## src/rtl/rrbb_pkg.sv

```systemverilog
// rrbb_pkg: types, constants and the arctangent table of the rotated-rectangle bounding box
// shared by rrbb_cell, rrbb_extent and rotated_rect_bounding_box_top
// no dependencies
package rrbb_pkg;

  // default parameter values
  localparam int unsigned ANGLE_BITS_DEF    = 16;
  localparam int unsigned TRIG_FRAC_DEF     = 15;

  // field widths
  localparam int unsigned SIZE_W  = 24;
  localparam int unsigned SCALE_W = 16;
  localparam int unsigned ANGLE_W = 16;
  localparam int unsigned POS_W   = 24;
  localparam int unsigned BOX_W   = 32;

  // size times scale magnitude
  localparam int unsigned AB_W = SIZE_W + SCALE_W;

  // rotator datapath, turn angle in 32-bit units and Q2.30 vectors with headroom
  localparam int unsigned TURN_W        = 32;
  localparam int unsigned CS_W          = 34;
  localparam int unsigned CORDIC_STEPS  = 28;
  localparam logic signed [CS_W-1:0] CORDIC_GAIN = 34'sd652032874;

  // arctangent of 2^-i in 32-bit turn units
  localparam logic [TURN_W-1:0] CORDIC_ATAN [CORDIC_STEPS] = '{
    32'h20000000, 32'h12E4051E, 32'h09FB385B, 32'h051111D4, 32'h028B0D43,
    32'h0145D7E1, 32'h00A2F61E, 32'h00517C55, 32'h0028BE53, 32'h00145F2F,
    32'h000A2F98, 32'h000517CC, 32'h00028BE6, 32'h000145F3, 32'h0000A2FA,
    32'h0000517D, 32'h000028BE, 32'h0000145F, 32'h00000A30, 32'h00000518,
    32'h0000028C, 32'h00000146, 32'h000000A3, 32'h00000051, 32'h00000029,
    32'h00000014, 32'h0000000A, 32'h00000005
  };

  // input transaction
  typedef struct packed {
    logic        [SIZE_W-1:0]  size_x;
    logic        [SIZE_W-1:0]  size_y;
    logic signed [SCALE_W-1:0] scale_x;
    logic signed [SCALE_W-1:0] scale_y;
    logic        [ANGLE_W-1:0] angle;
    logic signed [POS_W-1:0]   pos_x;
    logic signed [POS_W-1:0]   pos_y;
  } rrbb_in_t;

  // output transaction
  typedef struct packed {
    logic signed [BOX_W-1:0] min_x;
    logic signed [BOX_W-1:0] min_y;
    logic signed [BOX_W-1:0] max_x;
    logic signed [BOX_W-1:0] max_y;
  } rrbb_out_t;

  // rotator state handed from cell to cell
  typedef struct packed {
    logic signed [CS_W-1:0] x;
    logic signed [CS_W-1:0] y;
    logic signed [CS_W-1:0] z;
  } rrbb_cs_t;

  // geometry carried alongside the rotator
  typedef struct packed {
    logic        [AB_W-1:0]  a;
    logic        [AB_W-1:0]  b;
    logic signed [POS_W-1:0] pos_x;
    logic signed [POS_W-1:0] pos_y;
  } rrbb_side_t;

endpackage

```

## src/rtl/rrbb_cell.sv

```systemverilog
// rrbb_cell: one rotation step of the sine/cosine chain, registered
// depends on rrbb_pkg
module rrbb_cell #(
  parameter int unsigned STEP = 0
) (
  input  logic                clk_i,
  input  logic                rst_ni,
  input  logic                en_i,
  input  logic                valid_i,
  input  rrbb_pkg::rrbb_cs_t   cs_i,
  input  rrbb_pkg::rrbb_side_t side_i,
  output logic                valid_o,
  output rrbb_pkg::rrbb_cs_t   cs_o,
  output rrbb_pkg::rrbb_side_t side_o
);
  import rrbb_pkg::*;

  localparam logic signed [CS_W-1:0] ATAN = CS_W'(CORDIC_ATAN[STEP]);

  logic signed [CS_W-1:0] x_in, y_in, z_in, dx, dy;
  rrbb_cs_t               cs_d;
  rrbb_cs_t               cs_q;
  rrbb_side_t             side_q;
  logic                   valid_q;

  // micro-rotation towards zero residual angle
  always_comb begin
    x_in = cs_i.x;
    y_in = cs_i.y;
    z_in = cs_i.z;
    dx   = y_in >>> STEP;
    dy   = x_in >>> STEP;
    if (!z_in[CS_W-1]) begin
      cs_d.x = x_in - dx;
      cs_d.y = y_in + dy;
      cs_d.z = z_in - ATAN;
    end else begin
      cs_d.x = x_in + dx;
      cs_d.y = y_in - dy;
      cs_d.z = z_in + ATAN;
    end
  end

  // stage valid
  always_ff @(posedge clk_i or negedge rst_ni) begin
    if (!rst_ni) begin
      valid_q <= 1'b0;
    end else if (en_i) begin
      valid_q <= valid_i;
    end
  end

  // stage payload
  always_ff @(posedge clk_i) begin
    if (en_i) begin
      cs_q   <= cs_d;
      side_q <= side_i;
    end
  end

  assign valid_o = valid_q;
  assign cs_o    = cs_q;
  assign side_o  = side_q;

endmodule

```

## config.mk

```make
export PLATFORM = sky130hd
export DESIGN_NAME = rrbb_cell
export DESIGN_NICKNAME = d
export VERILOG_FILES = /design/src/rtl/rrbb_pkg.sv /design/src/rtl/rrbb_cell.sv
export SDC_FILE = /design/constraint.sdc
export NUM_CORES = 1
export LEC_CHECK = 0
export ABC_CLOCK_PERIOD_IN_PS = 800
export BUFFER_PORTS_ARGS = -buffer_cell sky130_fd_sc_hd__buf_4
export CORE_AREA = 2 2 179 181
export CTS_BUF_LIST = sky130_fd_sc_hd__clkbuf_2 sky130_fd_sc_hd__clkbuf_4 sky130_fd_sc_hd__clkbuf_8
export DETAILED_ROUTE_END_ITERATION = 12
export DIE_AREA = 0 0 181 183
export GPL_TIMING_DRIVEN = 0
export MAX_ROUTING_LAYER = met4
export PLACE_DENSITY = 0.82
export RECOVER_POWER = 50
export SYNTH_ARGS = -nofsm -noshare
export SYNTH_HDL_FRONTEND = slang
export SYNTH_SLANG_ARGS = --single-unit
export TNS_END_PERCENT = 5
```

## constraint.sdc

```tcl
create_clock -name clk_i -period 0.8 [get_ports clk_i]
set_input_delay 0.16 -clock clk_i [delete_from_list [all_inputs] [get_ports clk_i]]
set_output_delay 0.16 -clock clk_i [all_outputs]
set_load 0.01 [all_outputs]
```

# Word-level counts from Yosys, hierarchy flattened
# Index checks and enable logic that the tools add are counted.
# totals
output_inout_bits,231
in_bits,234
regBits,231
elab_cells,14
# classes
n_addsub,5
n_mux,1
# op_table
cell,count
$mux W102,1
$sub A34 B34 Y34,2
$add A34 B31 Y34 const B,1
$add A34 B34 Y34,1
$sub A34 B31 Y34 const B,1

# Longest topological paths before layout
# Gate-level depths: netlist of run 1.
# depth
word_depth,2
ltp_mapped,13

# Worst setup path before layout of run 1
# No wires, ideal clock.
# synth_timing
kind,in2reg
start,input cs_i[34] (netlist bit)
end,register cs_q (netlist bit cs_o[100]) (data pin)
path_buffers,0
path_stages,11
setup_ns,0.259
t_required_ns,0.541
setup_slack_ns,-1.922
t_arrival_ns,2.463
cell_sequence,ha_1 -> fa_1 -> nor3b_1 -> o31ai_1 -> a2111oi_2 -> nor3_2 -> a21oi_1 -> o21ai_1 -> nor3_1 -> o41a_1 -> xnor2_1
# synth_rtl
element,line_no,source
"start, declared",rrbb_cell.sv:10,"input rrbb_pkg::rrbb_cs_t cs_i,"
"end signal, assigned",rrbb_cell.sv:56,cs_q <= cs_d;
"end, declared",rrbb_cell.sv:22,rrbb_cs_t cs_q;

==> metrics.yaml, run 1 <==
cts_htree_levels: 2
synthToLayoutAreaGrowth_pct: 70.3
syn_inst: 1138
die_h_um: 183
ant_nets: 0
avgRoutedWirePerCell_um: 26.6
timing.final.crit_share: 3.02
antenna_found_initial: 1
holdWs_ns: -0.0418
clk_latency_ns: 0.55
avgSynthCellArea_um2: 11.3
arrival_ns: 2.70
worstSetupStartpoint: "cs_i[37]"
status: "finished with violations"
yosysSeqAreaShare: 0.535
multi_input_area_um2: 6430
vias: 13300
cts.sinks: 230
hold_buffers: 161
cts_buffers: 40
hold_viol: 1
drive_gt1_frac: 0.422
io_buffers: 463
cts_tree: "built"
fin_util: 0.703
die_w_um: 181
grt_pass1_wl_um: 84900
layout_setup_ws_ns: -1.61
synth_area_um2: 12900
fin_skew_ns: 0
drc: 0
synth_fa_ha_area_frac: 0.105
grt_pass1_vias: 13100
synth_top_family_by_area: "compound AO/OA/AOI/OAI gates"
start_util: 0.413
yosys-mux-area-fraction: 0.0141
hold_path.class: "input port to register"
coreArea_um2: 31200
cellPowerDensity_nw_per_um2: 1850
gp_congestion: 0.971
peakVddDrop_mv: 1.04
cts_root_buf: "clkbuf_8"
wirelength_um: 60900
drtIter0Drc: 1540
synth_nets: 1478
cp.required_ns: 1.08
violations: "hold timing, setup timing"
synth-simple-area-share: 0.0887
regArea_um2: 6900
period_minus_slack_ns: 2.41
hpwl_um: 38800
maxSlewViolCount: 0
track_usage: 0.353
rsz0062_at_grt: "yes"
rows: 65
synth-seq-cells: 230
finalSetupTns_ns: -202.06
gr-total-overflow: 0
via_per_inst: 5.81
path_class: "input port to register"
worstSetupStartpointType: "input port"
drv_cap: 0
pin_count: 465
grt_max_degree: 119
nNetsFinal: 2200
relSlewSlack: 0.332
die_area_um2: 33100
async_flop_share: 0.00435
synth-edff-count: 229
synth-xor-area-share: 0.0462
final_cell_mix: "buf_4, buf_6, edfxtp_1"
fmax_mhz: 414
worst_r2r_startpoint: "valid_o$_DFFE_PN0P_"
synth_flop_cell: "edfxtp_1"
synth_compound_area_frac: 0.164
setup_violations: 413
cts.clk_slew.worst_paths_ns: 0.06
endpoint_kind: "register"
ys.warnings.count: 0
final.fill_count: 2101
synth_cell_types: 75
drtPass1Iterations: 5
worstPathMaxFanout: 5
worstHoldStart: "cs_i[30]"
p_leak_nw: 9.28
clk_path_buf_depth: 3
layout_commonest_cell: "buf_4"
worst_pin_slew_ns: 1.00
## logic make-up (layout without fill, tap and decap cells)
logic type,after synthesis,in the layout
AOI/OAI and AO/OA,329,329
xor gates and xnor gates,68,68
adders and majority gates,106,106
buffers and inverters,153,902
DFF,230,230
muxes,18,18
other,0,1
and+or+nand+nor,234,234
## metal layers
metal  track usage  up-vias  routed length, um
met5             -        -                  0
met4         0.173        0               4210
met3        0.0778      324               6210
met2         0.562     1056              28300
met1         0.428     6333              22200
li1              -     5600                  -
## area by class of cell
| type | count | area share |
|---|---|---|
| inverter | 105 | 0.0192 |
| timing repair buffer | 680 | 0.296 |
| sequential | 230 | 0.314 |
| tap | 402 | 0.0229 |
| clock inverter | 10 | 0.00444 |
| buffer | 48 | 0.0175 |
| antenna | 1 | 0.000114 |
| multi-input combinational | 755 | 0.293 |
| clock buffer | 59 | 0.0327 |
## power breakdown
group          total, mW  switching [mW]  internal (mW)  leakage (nW)
Combinational       13.2            6.80           6.41          6.59
Sequential          15.7           0.753           14.9          2.25
Clock               11.8            5.37           6.38         0.432
Total               40.6            12.9           27.7          9.28
## worst paths after layout
kind                                        to  slack [ns]  depth (start not counted)
max reg2reg                valid_o$_DFFE_PN0P_       -0.05                          1
min in group asynchronous  valid_o$_DFFE_PN0P_        0.51                          3
min reg2reg                valid_o$_DFFE_PN0P_        0.66                          1
max                         cs_o[65]$_DFFE_PP_       -1.61                         14
max in group asynchronous  valid_o$_DFFE_PN0P_        0.18                          3
min                         cs_o[30]$_DFFE_PP_       -0.04                          2
## through the flow
stage	instances	total power, mW	setup WS, ns	area [um2]
3_5_place_dp	2004	25.0	-2.62	17000
3_3_place_gp	2003	24.9	-2.61	17000
4_1_cts	2273	38.9	-1.48	21400
6_report	2290	40.6	-1.61	22000
5_1_grt	2290	41.7	-1.66	22000
2_1_floorplan	1138	20.0	-1.70	13000
## synth_stat cells (10+ instances only)
cell type  number  area [um2]
nand2_1        44         165
clkbuf_1       22        82.6
o31ai_1        11        82.6
a21oi_1       112         561
nand3_1        10        50.1
ha_1          102        1280
o211ai_1       13        97.6
o31a_1         10        87.6
o21a_1         10        75.1
xor2_1         10        87.6
a211oi_1       12        90.1
o21bai_1       25         188
mux2i_1        17         170
buf_2          13        65.1
nor2b_1        16         100
xnor2_1        58         508
o21ai_0        60         300
edfxtp_1      229        6880
nor4_1         11        68.8
a21o_1         15         113
nor3_1         22         110
nand4_1        15        93.8
nor2_1         77         289
inv_1          96         360
## worst max-delay path, cell delays in order
cell	delay, ns
buf_8	0.10
inv_8	0.04
ha_4	0.26
buf_6	0.12
nand4_1	0.26
o22ai_2	0.27
o211ai_1	0.13
buf_4	0.17
nor4_4	0.31
nor2_1	0.12
a221oi_2	0.27
o21a_1	0.21
o211ai_1	0.12
xnor2_1	0.15
## flip-flops by register name (all words and copies together) (netlist names)
register and count:
side_o 128, valid_o 1, cs_o 101
## what timing repair did
action	4_1_cts	5_1_grt
pin swaps	76	64
buffers inserted	38	19
resized for setup	421	122
setup endpoints to repair	414	414
cloned	1	0
hold endpoints to repair	162	1
(Power assumes the default switching activity.)
==> inputs of run 2 (changes only) <==
Settings changed: CELL_PAD_IN_SITES_DETAIL_PLACEMENT set to 1, CELL_PAD_IN_SITES_GLOBAL_PLACEMENT set to 1, CORE_AREA 2 2 179 181 to not set, CORE_ASPECT_RATIO set to 2, CORE_UTILIZATION set to 36, DIE_AREA 0 0 181 183 to not set, PLACE_DENSITY 0.82 to 0.91, TNS_END_PERCENT 5 to not set.
==> run 2 against run 1 <==
The run ends with setup timing left. Global-route usage up 6.2 points. Register-to-register slack about the same. Clock-buffer cell count is 8 lower. Non-clock buffer count rose by 65. Clock skew is the same. Final area up 8.2%. Fmax down 9.4%. Sequential share of layout area down 2.4 points. Cell count increased by 4.8%.
==> metrics.yaml, run 2 (synthesis gave the netlist of run 1 again) <==
status: "finished with violations"  # unchanged
violations: "setup timing"  # was hold timing, setup timing
p_leak_nw: 9.87  # was 9.28 nW
drtPass1Iterations: 5  # unchanged
relSlewSlack: 0.251  # was 0.332
clk_path_buf_depth: 3  # unchanged
cts.clk_slew.worst_paths_ns: 0.07  # was 0.06 ns
die_h_um: 270  # was 183 um
peakVddDrop_mv: 1.35  # was 1.04 mV
grt_max_degree: 61  # was 119
worstSetupStartpointType: "input port"  # unchanged
coreArea_um2: 35200  # was 31200 um2
cellPowerDensity_nw_per_um2: 1800  # was 1850 nW/um2
arrival_ns: 3.08  # was 2.70 ns
die_area_um2: 36600  # was 33100 um2
start_util: 0.367  # was 0.413
endpoint_kind: "register"  # unchanged
avgRoutedWirePerCell_um: 34.0  # was 26.6 um
max_stage_delay_ns: 0.36  # was 0.31 ns
power_frac_seq: 0.369  # was 0.386
rsz0062_at_grt: "yes"  # unchanged
crit_cells: 13  # was 14
maxSlewViolCount: 0  # unchanged
design_area_um2: 23800  # was 22000 um2
nNetsFinal: 2261  # was 2200
antenna_found_initial: 9  # was 1
hold_viol: 0  # was 1
layout_setup_ws_ns: -1.86  # was -1.61 ns
ant_nets: 0  # unchanged
die_w_um: 136  # was 181 um
track_usage: 0.415  # was 0.353
cts_htree_levels: 2  # unchanged
setup_violations: 423  # was 413
fmax_mhz: 375  # was 414 MHz
drv_cap: 0  # unchanged
critical-path-top-cell-by-count: "o211ai_1"  # unchanged
gr-total-overflow: 0  # unchanged
wirelength_um: 81500  # was 60900 um
clk_latency_ns: 0.59  # was 0.55 ns
via_per_inst: 5.91  # was 5.81
preCtsSetupSlack_ns: -2.68  # was -2.62 ns
hold_path.class: "input port to register"  # unchanged
cts_root_buf: "clkbuf_8"  # unchanged
clockPowerShare: 0.260  # was 0.289
p_switching_mw: 15.1  # was 12.9 mW
comb_power_share: 0.371  # was 0.325
cts.sinks: 230  # unchanged
path_class: "input port to register"  # unchanged
gp_congestion: 1.01  # was 0.971
cp.required_ns: 1.21  # was 1.08 ns
drtIter0Drc: 1248  # was 1540
vias: 14200  # was 13.3k
grt_pass1_vias: 15000  # was 13.1k
layout_commonest_cell: "buf_6"  # was buf_4
rows: 97  # was 65
worst_pin_slew_ns: 1.12  # was 1.00 ns
pin_count: 465  # unchanged
r2r_cells: 1  # unchanged
final_cell_mix: "buf_6, edfxtp_1, buf_4"  # was buf_4, buf_6, edfxtp_1
drc: 0  # unchanged
cp_top_family: "compound AO/OA/AOI/OAI gates"  # unchanged
cts_buffers: 36  # was 40
period_minus_slack_ns: 2.66  # was 2.41 ns
synthToLayoutAreaGrowth_pct: 84.2  # was 70.3%
fin_skew_ns: 0  # unchanged
hpwl_um: 49200  # was 38800 um
path_cells: "buf_12, inv_12, ha_4, buf_8, nand3b_1, o211ai_1, o211ai_1, nor4_4, nor2_2, a221oi_2, o21a_1, o211ai_1, xnor2_1"  # was buf_8, inv_8, ha_4, buf_6, nand4_1, o22ai_2, o211ai_1, buf_4, nor4_4, nor2_1, a221oi_2, o21a_1, o211ai_1, xnor2_1
cts_tree: "built"  # unchanged
p_int_mw: 27.8  # was 27.7 mW
io_buffers: 463  # unchanged
critPathBufInv: 3  # was 4
dpl_cell_area_um2: 17800  # was 17000 um2
cpMaxStageDelayCell: "nor4_4"  # unchanged
hold_depth: 2  # unchanged
p_sw_frac: 0.352  # was 0.318
largest_register_ff_count: 128  # unchanged
worstPathMaxFanout: 4  # was 5
grt_pass1_wl_um: 104000  # was 84900 um
drive_gt1_frac: 0.497  # was 0.422
timing.final.crit_share: 3.33  # was 3.02
[run 2: final timing paths]
kind,startpoint,endpoint,slack [ns]
max in group asynchronous,rst_ni,valid_o$_DFFE_PN0P_,0.08
min reg2reg,valid_o$_DFFE_PN0P_,valid_o$_DFFE_PN0P_,0.65
max,cs_i[36],cs_o[65]$_DFFE_PP_,-1.86
min in group asynchronous,rst_ni,valid_o$_DFFE_PN0P_,0.60
min,cs_i[30],cs_o[30]$_DFFE_PP_,0.004
max reg2reg,valid_o$_DFFE_PN0P_,valid_o$_DFFE_PN0P_,-0.05
[run 2: area by class of cell]
cell class	count	area [um2]
Antenna cell	9	22.5
Buffer	44	449
Clock buffer	51	639
Clock inverter	13	81.3
Fill cell	3422	11400
Inverter	105	519
Multi-Input combinational cell	755	7360
Sequential cell	230	6900
Tap cell	445	557
Timing Repair Buffer	749	7240
[run 2: power by group through the flow]
stage	logic [mW]	clock network (mW)	registers (mW)
floorplan	4.42	0	16.2
global placement	10.4	0	15.6
detailed placement	10.6	0	15.6
CTS	13.7	10.5	15.6
global route	16.3	11.4	15.9
finish	15.9	11.2	15.8
[run 2: per-stage QoR]
step | power, mW | utilization | instances | hold WS (ns) | TNS (ns)
6_report | 42.9 | 0.675 | 2401 | 0.00362 | -244.33
5_1_grt | 43.6 | 0.675 | 2400 | 0.00976 | -250.91
4_1_cts | 39.9 | 0.643 | 2354 | -0.0462 | -191.81
3_5_place_dp | 26.2 | 0.506 | 2047 | -0.0350 | -290.69
3_3_place_gp | 25.9 | 0.505 | 2046 | -0.0353 | -550.52
2_1_floorplan | 20.6 | - | 1138 | -0.136 | -77.16
[run 2: timing repair]
action / in CTS / in global routing
endpoints found under the hold margin: 166 / 2
cloned: 3 / 0
buffers inserted: 83 / 53
gates resized for setup: 418 / 199
pin swaps: 118 / 123
hold buffers: 162 / 1
setup endpoints to repair: 416 / 304
[run 2: per-layer routing]
layer	track usage	share of wire	vias to the layer above
met1	0.405	0.31	6896
met3	0.0818	0.088	475
li1	-	-	5752
met2	0.718	0.51	1064
met4	0.301	0.093	0
met5	-	0	-
